File: src/design/multi_ecu_dtc_clear_sequencer_core_macros.svh
// Assertion macros for the DTC clear sequencer core.
// Expects clk and arst_n in the scope of each use.
`ifndef MULTI_ECU_DTC_CLEAR_SEQUENCER_CORE_MACROS_SVH
`define MULTI_ECU_DTC_CLEAR_SEQUENCER_CORE_MACROS_SVH

// Same-cycle implication, off during reset
`define MEDCS_ASSERT_NOW(lbl, cond, prop, msg) \
	lbl: assert property (@(posedge clk) disable iff (!arst_n) (cond) |-> (prop)) else $error(msg);

// Next-cycle implication, off during reset
`define MEDCS_ASSERT_NEXT(lbl, cond, prop, msg) \
	lbl: assert property (@(posedge clk) disable iff (!arst_n) (cond) |=> (prop)) else $error(msg);

`endif

File: src/design/medcs_pkg.sv
// Package for the DTC clear sequencer: command, phase and register codes,
// ECU address table, frame payloads and progress table. No dependencies.
package medcs_pkg;

	localparam int NUM_ECUS = 14;

	localparam logic [1:0] CMD_TICK  = 2'd0;
	localparam logic [1:0] CMD_START = 2'd1;
	localparam logic [1:0] CMD_BCAST = 2'd2;
	localparam logic [1:0] CMD_NONE  = 2'd3;

	localparam logic [2:0] PH_IDLE    = 3'd0;
	localparam logic [2:0] PH_EXT     = 3'd1;
	localparam logic [2:0] PH_CLEAR   = 3'd2;
	localparam logic [2:0] PH_DEFAULT = 3'd3;
	localparam logic [2:0] PH_DONE    = 3'd4;

	localparam logic [1:0] REG_STEP_DELAY = 2'd0;
	localparam logic [1:0] REG_BCAST_ID   = 2'd1;
	localparam logic [1:0] REG_CLEAR_MODE = 2'd2;
	localparam logic [1:0] REG_NONE       = 2'd3;

	localparam logic [15:0] STEP_DELAY_RST = 16'd80;
	localparam logic [10:0] BCAST_ID_RST   = 11'h700;
	localparam logic [7:0]  CLEAR_MODE_RST = 8'h04;

	localparam logic [63:0] DATA_EXT     = 64'h0210_0300_0000_0000;
	localparam logic [63:0] DATA_CLEAR   = 64'h0414_FFFF_FF00_0000;
	localparam logic [63:0] DATA_DEFAULT = 64'h0210_0100_0000_0000;

	typedef logic [10:0] ecu_table_t [16];
	typedef logic [6:0]  pct_table_t [16];

	localparam ecu_table_t ECU_TABLE = '{
		11'h7E0, 11'h7E1, 11'h713, 11'h70F, 11'h70E, 11'h710, 11'h712, 11'h714,
		11'h715, 11'h730, 11'h731, 11'h732, 11'h74A, 11'h754, 11'h000, 11'h000
	};

	function automatic pct_table_t build_pct_table();
		pct_table_t t;
		for (int i = 0; i < 16; i++) begin
			t[i] = 7'((i * 100) / NUM_ECUS);
		end
		return t;
	endfunction

	localparam pct_table_t PCT_TABLE = build_pct_table();

endpackage

File: src/design/multi_ecu_dtc_clear_sequencer_core.sv
// An accepted item waits in the command register until the result register can take it.
// Throughput: one item per cycle while res_stall is low; command and result register each hold
// one item, and the phase update plus one 32-bit elapsed-time compare sit between them.
// Reset (arst_n low, asynchronous): run idle, ECU index 0, time stamp 0,
// step delay 80 ms, broadcast id 0x700, clear mode 0x04, both stages empty.
`include "multi_ecu_dtc_clear_sequencer_core_macros.svh"

module multi_ecu_dtc_clear_sequencer_core
	import medcs_pkg::*;
(
	input  logic        clk,
	input  logic        arst_n,
	// config port
	input  logic        psel,
	input  logic        penable,
	input  logic        pwrite,
	input  logic [3:0]  paddr,
	input  logic [31:0] pwdata,
	output logic [31:0] prdata,
	output logic        pready,
	// command channel
	input  logic        cmd_valid,
	output logic        cmd_stall,
	input  logic [1:0]  command,
	input  logic [31:0] now_ms,
	// result channel
	output logic        res_valid,
	input  logic        res_stall,
	output logic        frame_valid,
	output logic [10:0] frame_id,
	output logic [63:0] frame_data,
	output logic        start_accepted,
	output logic        busy_res,
	output logic        finished,
	output logic [6:0]  progress_pct,
	output logic [10:0] current_ecu
);

	// config registers
	logic [15:0] step_delay_q;
	logic [10:0] bcast_id_q;
	logic [7:0]  clear_mode_q;
	logic [1:0]  reg_idx;
	logic        cfg_wr;

	assign pready  = 1'b1;
	assign reg_idx = paddr[3:2];
	assign cfg_wr  = psel && penable && pwrite && pready;

	always_ff @(posedge clk or negedge arst_n) begin
		if (!arst_n) begin
			step_delay_q <= STEP_DELAY_RST;
			bcast_id_q   <= BCAST_ID_RST;
			clear_mode_q <= CLEAR_MODE_RST;
		end else if (cfg_wr) begin
			unique case (reg_idx)
				REG_STEP_DELAY: step_delay_q <= pwdata[15:0];
				REG_BCAST_ID:   bcast_id_q   <= pwdata[10:0];
				REG_CLEAR_MODE: clear_mode_q <= pwdata[7:0];
				REG_NONE:       ;
				default:        ;
			endcase
		end
	end

	always_comb begin
		unique case (reg_idx)
			REG_STEP_DELAY: prdata = {16'd0, step_delay_q};
			REG_BCAST_ID:   prdata = {21'd0, bcast_id_q};
			REG_CLEAR_MODE: prdata = {24'd0, clear_mode_q};
			default:        prdata = 32'd0;
		endcase
	end

	// input stage
	logic        valid_s1;
	logic [1:0]  command_s1;
	logic [31:0] now_ms_s1;
	logic        cmd_fire;
	logic        out_free;
	logic        fire_s1;

	assign out_free  = !res_valid || !res_stall;
	assign fire_s1   = valid_s1 && out_free;
	assign cmd_stall = valid_s1 && !out_free;
	assign cmd_fire  = cmd_valid && !cmd_stall;

	always_ff @(posedge clk or negedge arst_n) begin
		if (!arst_n) begin
			valid_s1 <= 1'b0;
		end else begin
			valid_s1 <= cmd_fire || (valid_s1 && !out_free);
		end
	end

	always_ff @(posedge clk) begin
		if (cmd_fire) begin
			command_s1 <= command;
			now_ms_s1  <= now_ms;
		end
	end

	// run state
	logic [2:0]  phase_q;
	logic [3:0]  ecu_idx_q;
	logic [31:0] stamp_q;

	logic [2:0]  phase_d;
	logic [3:0]  ecu_idx_d;
	logic [31:0] stamp_d;
	logic        busy_now;
	logic        busy_d;
	logic        delay_met;
	logic [31:0] elapsed;
	logic        f_valid;
	logic [10:0] f_id;
	logic [63:0] f_data;
	logic        accepted;
	logic [6:0]  pct_d;
	logic [10:0] cur_d;

	assign busy_now  = (phase_q != PH_IDLE) && (phase_q != PH_DONE);
	assign elapsed   = now_ms_s1 - stamp_q;
	assign delay_met = elapsed >= {16'd0, step_delay_q};

	always_comb begin
		phase_d   = phase_q;
		ecu_idx_d = ecu_idx_q;
		stamp_d   = stamp_q;
		f_valid   = 1'b0;
		f_id      = 11'd0;
		f_data    = 64'd0;
		accepted  = 1'b0;
		unique case (command_s1)
			CMD_TICK: begin
				if (busy_now && delay_met) begin
					if (ecu_idx_q >= 4'(NUM_ECUS)) begin
						phase_d = PH_DONE;
					end else begin
						unique case (phase_q)
							PH_EXT: begin
								f_valid = 1'b1;
								f_data  = DATA_EXT;
								phase_d = PH_CLEAR;
							end
							PH_CLEAR: begin
								f_valid = 1'b1;
								f_data  = DATA_CLEAR;
								phase_d = PH_DEFAULT;
							end
							PH_DEFAULT: begin
								f_valid   = 1'b1;
								f_data    = DATA_DEFAULT;
								ecu_idx_d = ecu_idx_q + 4'd1;
								phase_d   = PH_EXT;
							end
							default: phase_d = PH_IDLE;
						endcase
						if (f_valid) begin
							f_id    = ECU_TABLE[ecu_idx_q];
							stamp_d = now_ms_s1;
						end
					end
				end
			end
			CMD_START: begin
				if (!busy_now) begin
					phase_d   = PH_EXT;
					ecu_idx_d = 4'd0;
					stamp_d   = 32'd0;
					accepted  = 1'b1;
				end
			end
			CMD_BCAST: begin
				f_valid = 1'b1;
				f_id    = bcast_id_q;
				f_data  = {8'h01, clear_mode_q, 48'd0};
			end
			CMD_NONE: ;
			default: ;
		endcase
	end

	assign busy_d = (phase_d != PH_IDLE) && (phase_d != PH_DONE);

	always_comb begin
		if (phase_d == PH_IDLE) begin
			pct_d = 7'd0;
		end else if (phase_d == PH_DONE) begin
			pct_d = 7'd100;
		end else begin
			pct_d = PCT_TABLE[ecu_idx_d];
		end
		cur_d = (busy_d && (ecu_idx_d < 4'(NUM_ECUS))) ? ECU_TABLE[ecu_idx_d] : 11'd0;
	end

	always_ff @(posedge clk or negedge arst_n) begin
		if (!arst_n) begin
			phase_q   <= PH_IDLE;
			ecu_idx_q <= 4'd0;
			stamp_q   <= 32'd0;
		end else if (fire_s1) begin
			phase_q   <= phase_d;
			ecu_idx_q <= ecu_idx_d;
			stamp_q   <= stamp_d;
		end
	end

	// result register
	logic        res_valid_q;
	logic        frame_valid_q;
	logic [10:0] frame_id_q;
	logic [63:0] frame_data_q;
	logic        start_acc_q;
	logic        busy_q;
	logic        finished_q;
	logic [6:0]  pct_q;
	logic [10:0] cur_ecu_q;

	always_ff @(posedge clk or negedge arst_n) begin
		if (!arst_n) begin
			res_valid_q <= 1'b0;
		end else begin
			res_valid_q <= fire_s1 || (res_valid_q && res_stall);
		end
	end

	always_ff @(posedge clk) begin
		if (fire_s1) begin
			frame_valid_q <= f_valid;
			frame_id_q    <= f_id;
			frame_data_q  <= f_data;
			start_acc_q   <= accepted;
			busy_q        <= busy_d;
			finished_q    <= (phase_d == PH_DONE);
			pct_q         <= pct_d;
			cur_ecu_q     <= cur_d;
		end
	end

	assign res_valid      = res_valid_q;
	assign frame_valid    = frame_valid_q;
	assign frame_id       = frame_id_q;
	assign frame_data     = frame_data_q;
	assign start_accepted = start_acc_q;
	assign busy_res       = busy_q;
	assign finished       = finished_q;
	assign progress_pct   = pct_q;
	assign current_ecu    = cur_ecu_q;

	`MEDCS_ASSERT_NEXT(a_s1_to_result, fire_s1, res_valid, "item left stage 1 but no result")
	`MEDCS_ASSERT_NOW(a_stall_only_full, cmd_stall, valid_s1, "stall with empty command stage")
	`MEDCS_ASSERT_NOW(a_start_state, res_valid && start_accepted,
		busy_res && !finished && progress_pct == 7'd0, "accepted start not reported as a fresh run")
	`MEDCS_ASSERT_NOW(a_done_state, res_valid && finished,
		!busy_res && progress_pct == 7'd100 && current_ecu == 11'd0, "finished run inconsistent")

endmodule
File: config.mk
export PLATFORM = sky130hd
export DESIGN_NAME = multi_ecu_dtc_clear_sequencer_core
export DESIGN_NICKNAME = d
export VERILOG_FILES = /design/src/design/medcs_pkg.sv /design/src/design/multi_ecu_dtc_clear_sequencer_core.sv
export VERILOG_INCLUDE_DIRS = /design/src /design/src/design
export SDC_FILE = /design/constraint.sdc
export NUM_CORES = 1
export LEC_CHECK = 0
export BUFFER_PORTS_ARGS = -buffer_cell sky130_fd_sc_hd__buf_4
export CAP_MARGIN = 20
export CORE_ASPECT_RATIO = 0.6
export CORE_UTILIZATION = 50
export DETAILED_ROUTE_END_ITERATION = 16
export PLACE_DENSITY = 0.72
export SLEW_MARGIN = 0
export SYNTH_ARGS = -nofsm -noshare
export SYNTH_HDL_FRONTEND = slang
export SYNTH_SLANG_ARGS = --single-unit
File: constraint.sdc
create_clock -name clk -period 7.25 [get_ports clk]
set_input_delay 0.725 -clock clk [delete_from_list [all_inputs] [get_ports clk]]
set_output_delay 0.725 -clock clk [all_outputs]
set_load 0.01 [all_outputs]
==> out/metrics.cfg, run 1 <==
[clock_network]
cts_tree = done
cts_root_buf = clkbuf_16
post_cts_buffers = 0
cts_hold_buf = 0
clkSinkCount = 154
path_clk_slew_ns = 0.06
insertion_delay_ns = 0.44
cts.repair.resized = 0
h-tree-depth = 4
clock_path_buffers = 2
numCtsBuffers = 17

[logic_synthesis]
synth_edf_count = 78
yosys_warnings = 0
avgSynthCellArea_um2 = 9.89
syn_inst = 980
ys_seq_elements = 154
synth_top_area_cell = edfxtp_1
synth.top_cell.area_share_pct = 24.2
yosysUniqueCellTypes = 85
async_flop_share_pct = 49.4
ys.flop_type = edfxtp_1
ys_seq_area_share_pct = 43.9
syn_area_mm2 = 0.00969
ys_top_cells_by_area = edfxtp_1, dfrtp_1, ha_1, buf_4, o21ai_0

[flow_run]
max-cap-violations = 0

[sta]
setup_viol = 0
postLayoutSetupSlackWorst_ns = 1.31
clock-skew-final_ns = 0.00972
slew_viol_final = 0
tightest_slew_ns = 1.06
whs_ns = 0.260
fmax_ghz = 0.168
finalHoldViolations = 0
rsz0062_at_grt = false
tns_ns = 0
period_share_pct = 82.0
period_minus_slack_ns = 5.94
max_slew_margin_pct = 29.0

[hold_path]
hold_class = in2async

[floorplan]
die_w_um = 182
start_util_pct = 51.1
design.die.area_mm2 = 0.0200
io_pins = 209
rows = 39
coreArea_mm2 = 0.0190
die_h_um = 110

[grt]
grt_use_met3_pct = 5.37
use_met2_pct = 32.3
use_met1_pct = 40.1
grt_overflow = 0
grt_busiest_layer = met1
antenna_found_initial = 0
grt_first_pass_wirelength_um = 37900
grt_max_degree = 77
grt_pass1_vias = 6864
grtUsageTotal_pct = 24.8

[power]
p_int_w = 0.00245
powerDensity_mw_per_mm2 = 370
leakagePower_nw = 4.91
clkPwrFrac_pct = 21.3
combPwrFrac_pct = 48.4
p_seq_share_pct = 30.3
p_sw_w = 0.00169
swShare_pct = 40.8
max-vdd-ir-drop_mv = 0.245

[setup_path]
cp_data_arrival_time_ns = 6.13
critical_path.max_stage_delay_ns = 0.47
cpLargestDelayFamily = compound AO/OA/AOI/OAI gates
end_kind = register
worstSetupStartpointType = register
r2r_slack_ns = 1.31
path_cells = ha_1 > nor2b_1 > o2111ai_1 > nand2_1 > nand3_1 > nand2_1 > a21o_1 > a21oi_1 > xnor2_1 > ha_1 > a21o_1 > a21o_1 > a21oi_1 > a2bb2oi_1 > o2111ai_1 > nor4_2 > nand4_2 > o21ai_1 > mux2_2 > ha_1 > inv_1 > a211oi_2 > a221o_1
worstPathRequired_ns = 7.43
critPathSlowestCell = mux2_2
cp_max_fo = 9
crit_buf_inv = 1
critPathKind = reg2reg

[placed_design]
place.port_buffers = 144
place_congestion = 0.943
dp_hpwl_um = 17300
place_ws_ns = 1.45

[cells_and_area]
layout.nets = 1215
nFillCells = 1647
multi_input_area_mm2 = 0.00462
area_growth_syn_to_layout_pct = 15.4
drive_gt1_share_pct = 22.3
final_common_cell = buf_4
n_antenna_cell = 0
seqCellArea_mm2 = 0.00425
final_cell_mix = buf_4, nand2_1, edfxtp_1, o21ai_0, dfrtp_1

[route]
drt-initial-drc-count = 876
avgRoutedWirePerCell_um = 18.0
dr.pass1.iters = 7
totalWireLength_um = 24100
vias = 7619
routed_via_density = 5.69
drc = 0
ant_nets = 0

[run_status]
outcome = complete, no violations

-- synth_stat cells (4+ instances only) --
cell type  count
a211oi_1       6
a21o_1        21
a21oi_1       40
a21oi_2        8
a22o_1         5
and3_1         7
buf_1          4
buf_2          7
buf_4         73
clkbuf_1      33
dfrtp_1       70
dfstp_2        6
edfxtp_1      78
ha_1          58
inv_1         67
mux2_2        22
mux2i_1       18
nand2_1       82
nand2b_1       9
nand3_1       17
nand4_1       48
nor2_1        39
nor2b_1        5
nor3_1        24
nor3b_1        4
nor4_1         7
o211a_1        5
o211ai_1       9
o21a_1         9
o21ai_0       76
o21ai_1       14
or3_1          4
xnor2_1       15
xor2_1         9
-- worst paths after layout --
path / startpoint / endpoint / depth (start not counted)
max reg2reg: now_ms_s1[1] / progress_pct[2] / 23
min in group clk: now_ms[12] / now_ms_s1[12] / 1
min: arst_n / step_delay_q[12] / 1
max in group asynchronous: arst_n / bcast_id_q[10] / 2
min reg2reg: valid_s1 / res_valid / 1
max: now_ms_s1[1] / progress_pct[2] / 23
-- kinds of logic (layout without fill, tap and decap cells) --
| logic type | Yosys count | after routing | share of synthesized area (%) |
|---|---|---|---|
| simple gates | 262 | 262 | 13.7 |
| compound gates | 249 | 249 | 17.4 |
| buf+inv | 188 | 256 | 10.3 |
| flops | 154 | 154 | 43.9 |
| fa+ha+maj | 59 | 59 | 7.69 |
| mux | 42 | 42 | 4.79 |
| xor+xnor | 24 | 24 | 2.17 |
| other cells | 2 | 46 | 0.0775 |
-- final cells by class --
cell class	count	share of cell area, %
Tap cell	246	2.75
Clock buffer	18	3.84
Sequential cell	154	38.0
Timing Repair Buffer	154	10.4
Clock inverter	14	1.33
Multi-Input combinational cell	682	41.3
Inverter	70	2.35
-- stage by stage --
step	area, µm²	total power (W)	util, %	cells
floorplan	9860	0.00272	-	1024
finish	11200	0.00413	58.9	1338
CTS	11200	0.00411	58.8	1337
detailed placement	10600	0.00322	55.8	1305
global placement	10600	0.00319	55.8	1305
global route	11200	0.00441	58.9	1338
-- per-layer routing --
metal	wire length, µm	vias to the layer above
met5	0	-
met4	234	0
met3	1770	23
met2	9130	291
met1	13000	3648
li1	-	3657
-- state kept, by name, indices dropped and copies added (netlist names), 2 cells and up --
register,cells
progress_pct,7
phase_q,3
frame_id,11
frame_data,13
stamp_q,32
step_delay_q,16
now_ms_s1,32
ecu_idx_q,4
clear_mode_q,8
bcast_id_q,11
current_ecu,9
command_s1,2
-- power groups by stage --
stage | Sequential, W | Combinational, W | Clock [W]
4_1_cts | 0.00125 | 0.00197 | 0.000894
6_report | 0.00125 | 0.00200 | 0.000881
3_5_place_dp | 0.00127 | 0.00195 | 0
3_3_place_gp | 0.00126 | 0.00193 | 0
2_1_floorplan | 0.00125 | 0.00148 | 0
5_1_grt | 0.00128 | 0.00220 | 0.000930
(Power assumes the default switching activity.)
==> run 2, diff against run 1 <==
==> constraint.sdc (replaced) <==
create_clock -name clk -period 5.8 [get_ports clk]
set_input_delay 0.58 -clock clk [delete_from_list [all_inputs] [get_ports clk]]
set_output_delay 0.58 -clock clk [all_outputs]
set_load 0.01 [all_outputs]
==> out/metrics.cfg, run 2 (synthesis results as in run 1) <==
[sta]
clock-skew-final_ns = 0.00823
slew_viol_final = 0
period_share_pct = 94.7
period_minus_slack_ns = 5.49
setup_viol = 0
fmax_ghz = 0.182
postLayoutSetupSlackWorst_ns = 0.308
max_slew_margin_pct = 30.8
finalHoldViolations = 0
tightest_slew_ns = 1.03

[setup_path]
worstSetupStartpointType = register
critPathSlowestCell = mux2_2
path_cells = ha_1 > a21o_1 > a21oi_4 > nand2_1 > nand3_1 > nand2_1 > a21o_1 > a21oi_1 > xnor2_1 > ha_1 > a21o_1 > a21o_1 > a21oi_1 > a2bb2oi_2 > o2111ai_1 > nor4_2 > nand4_2 > o21ai_4 > mux2_2 > ha_1 > inv_1 > a211oi_2 > a221o_1
critical_path.max_stage_delay_ns = 0.44
critPathKind = reg2reg
cp_common_cell = a21o_1
crit_buf_inv = 1
cp_data_arrival_time_ns = 5.68
cp_max_fo = 7
worstPathRequired_ns = 5.98
end_kind = register
cpLargestDelayFamily = compound AO/OA/AOI/OAI gates

[cells_and_area]
drive_gt1_share_pct = 23.1
final_cell_mix = buf_4, nand2_1, edfxtp_1, o21ai_0, dfrtp_1
layout.nets = 1224
nFillCells = 1641
area_growth_syn_to_layout_pct = 17.0
fin_area_mm2 = 0.0113
n_antenna_cell = 0
final_util_pct = 59.7
final_common_cell = buf_4
top_regs = now_ms_s1: 32 flops, stamp_q: 32 flops, step_delay_q: 16 flops

[route]
top_layer = met4
ant_nets = 0
dr.pass1.iters = 5
route.met2.wl_um = 9510
totalWireLength_um = 24700
avgRoutedWirePerCell_um = 18.4
vias = 7746
routed_via_density = 5.75
wl_met3_um = 1890
drt-initial-drc-count = 914
wl_met1_um = 13100
drc = 0

[floorplan]
die_w_um = 182
io_pins = 209
start_util_pct = 51.1
coreArea_mm2 = 0.0190
design.die.area_mm2 = 0.0200
rows = 39
die_h_um = 110

[grt]
grt_max_degree = 77
grt_pass1_vias = 6925
grtUsageTotal_pct = 25.2
grt_first_pass_wirelength_um = 38400
antenna_found_initial = 0
grt_overflow = 0

[clock_network]
cts_hold_buf = 0
clock_path_buffers = 2
clkSinkCount = 154
path_clk_slew_ns = 0.07
insertion_delay_ns = 0.43
h-tree-depth = 4
cts_tree = done
cts_root_buf = clkbuf_16
post_cts_buffers = 0
numCtsBuffers = 17

[power]
powerDensity_mw_per_mm2 = 467
finalPower_w = 0.00529
max-vdd-ir-drop_mv = 0.302
leakagePower_nw = 4.97

[placed_design]
place_ws_ns = 0.256
place_congestion = 0.939
postPlaceCellArea_mm2 = 0.0107
dp_hpwl_um = 17600
place.port_buffers = 144

[run_status]
outcome = complete, no violations

[flow_run]
max-cap-violations = 0

[hold_path]
hold_class = in2async

-- run 2: cell count changes in the layout (fill, tap and decap cells not counted), sizes merged --
| cell | change |
|---|---|
| clkinvlp | +1 |
| clkinv | -5 |
| inv | +3 |
| buf | +9 |
| bufinv | +1 |
-- run 2: timing repair --
action | in CTS | in global routing
setup endpoints to repair | 0 | 9
gates resized for setup | 0 | 8
endpoints found under the hold margin | 0 | 0
-- run 2: final timing paths --
path	startpoint	end	slack [ns]	cells past startpoint
max	now_ms_s1[3]	progress_pct[2]	0.31	23
min	arst_n	stamp_q[13]	0.02	1
max reg2reg	now_ms_s1[3]	progress_pct[2]	0.31	23
min reg2reg	valid_s1	res_valid	0.51	1
max in group asynchronous	arst_n	step_delay_q[6]	5.15	2
min in group clk	now_ms[13]	now_ms_s1[13]	0.32	1
-- run 2: final cells by class --
class | count | area (µm²) | area share, %
clock buffers | 18 | 429 | 3.78
clock inverters | 14 | 168 | 1.48
inverters | 70 | 263 | 2.32
multi-input cells | 682 | 4670 | 41.1
flip-flops and latches | 154 | 4250 | 37.5
well taps | 246 | 308 | 2.71
repair buffers | 163 | 1260 | 11.1
-- run 2: power breakdown --
group	internal (W)	switching, W	leakage [nW]	total [W]
clock network	0.000678	0.000474	0.279	0.00115
registers	0.00143	0.000138	1.69	0.00157
logic	0.00104	0.00154	2.99	0.00258
-- run 2: layer usage --
metal / track usage [%] / vias up
met5: 0 / -
met4: 5.51 / 0
met3: 5.86 / 14
met2: 32.9 / 325
met1: 40.7 / 3734
li1: - / 3673
-- run 2: stage by stage --
step	TNS (ns)	instances	hold slack (ns)
after detailed placement	0	1314	0.497
after global routing	-0.00189	1347	0.0125
after CTS	0	1346	0.302
final	0	1347	0.0153
after global placement	0	1314	0.478
after floorplan	0	1024	0.284
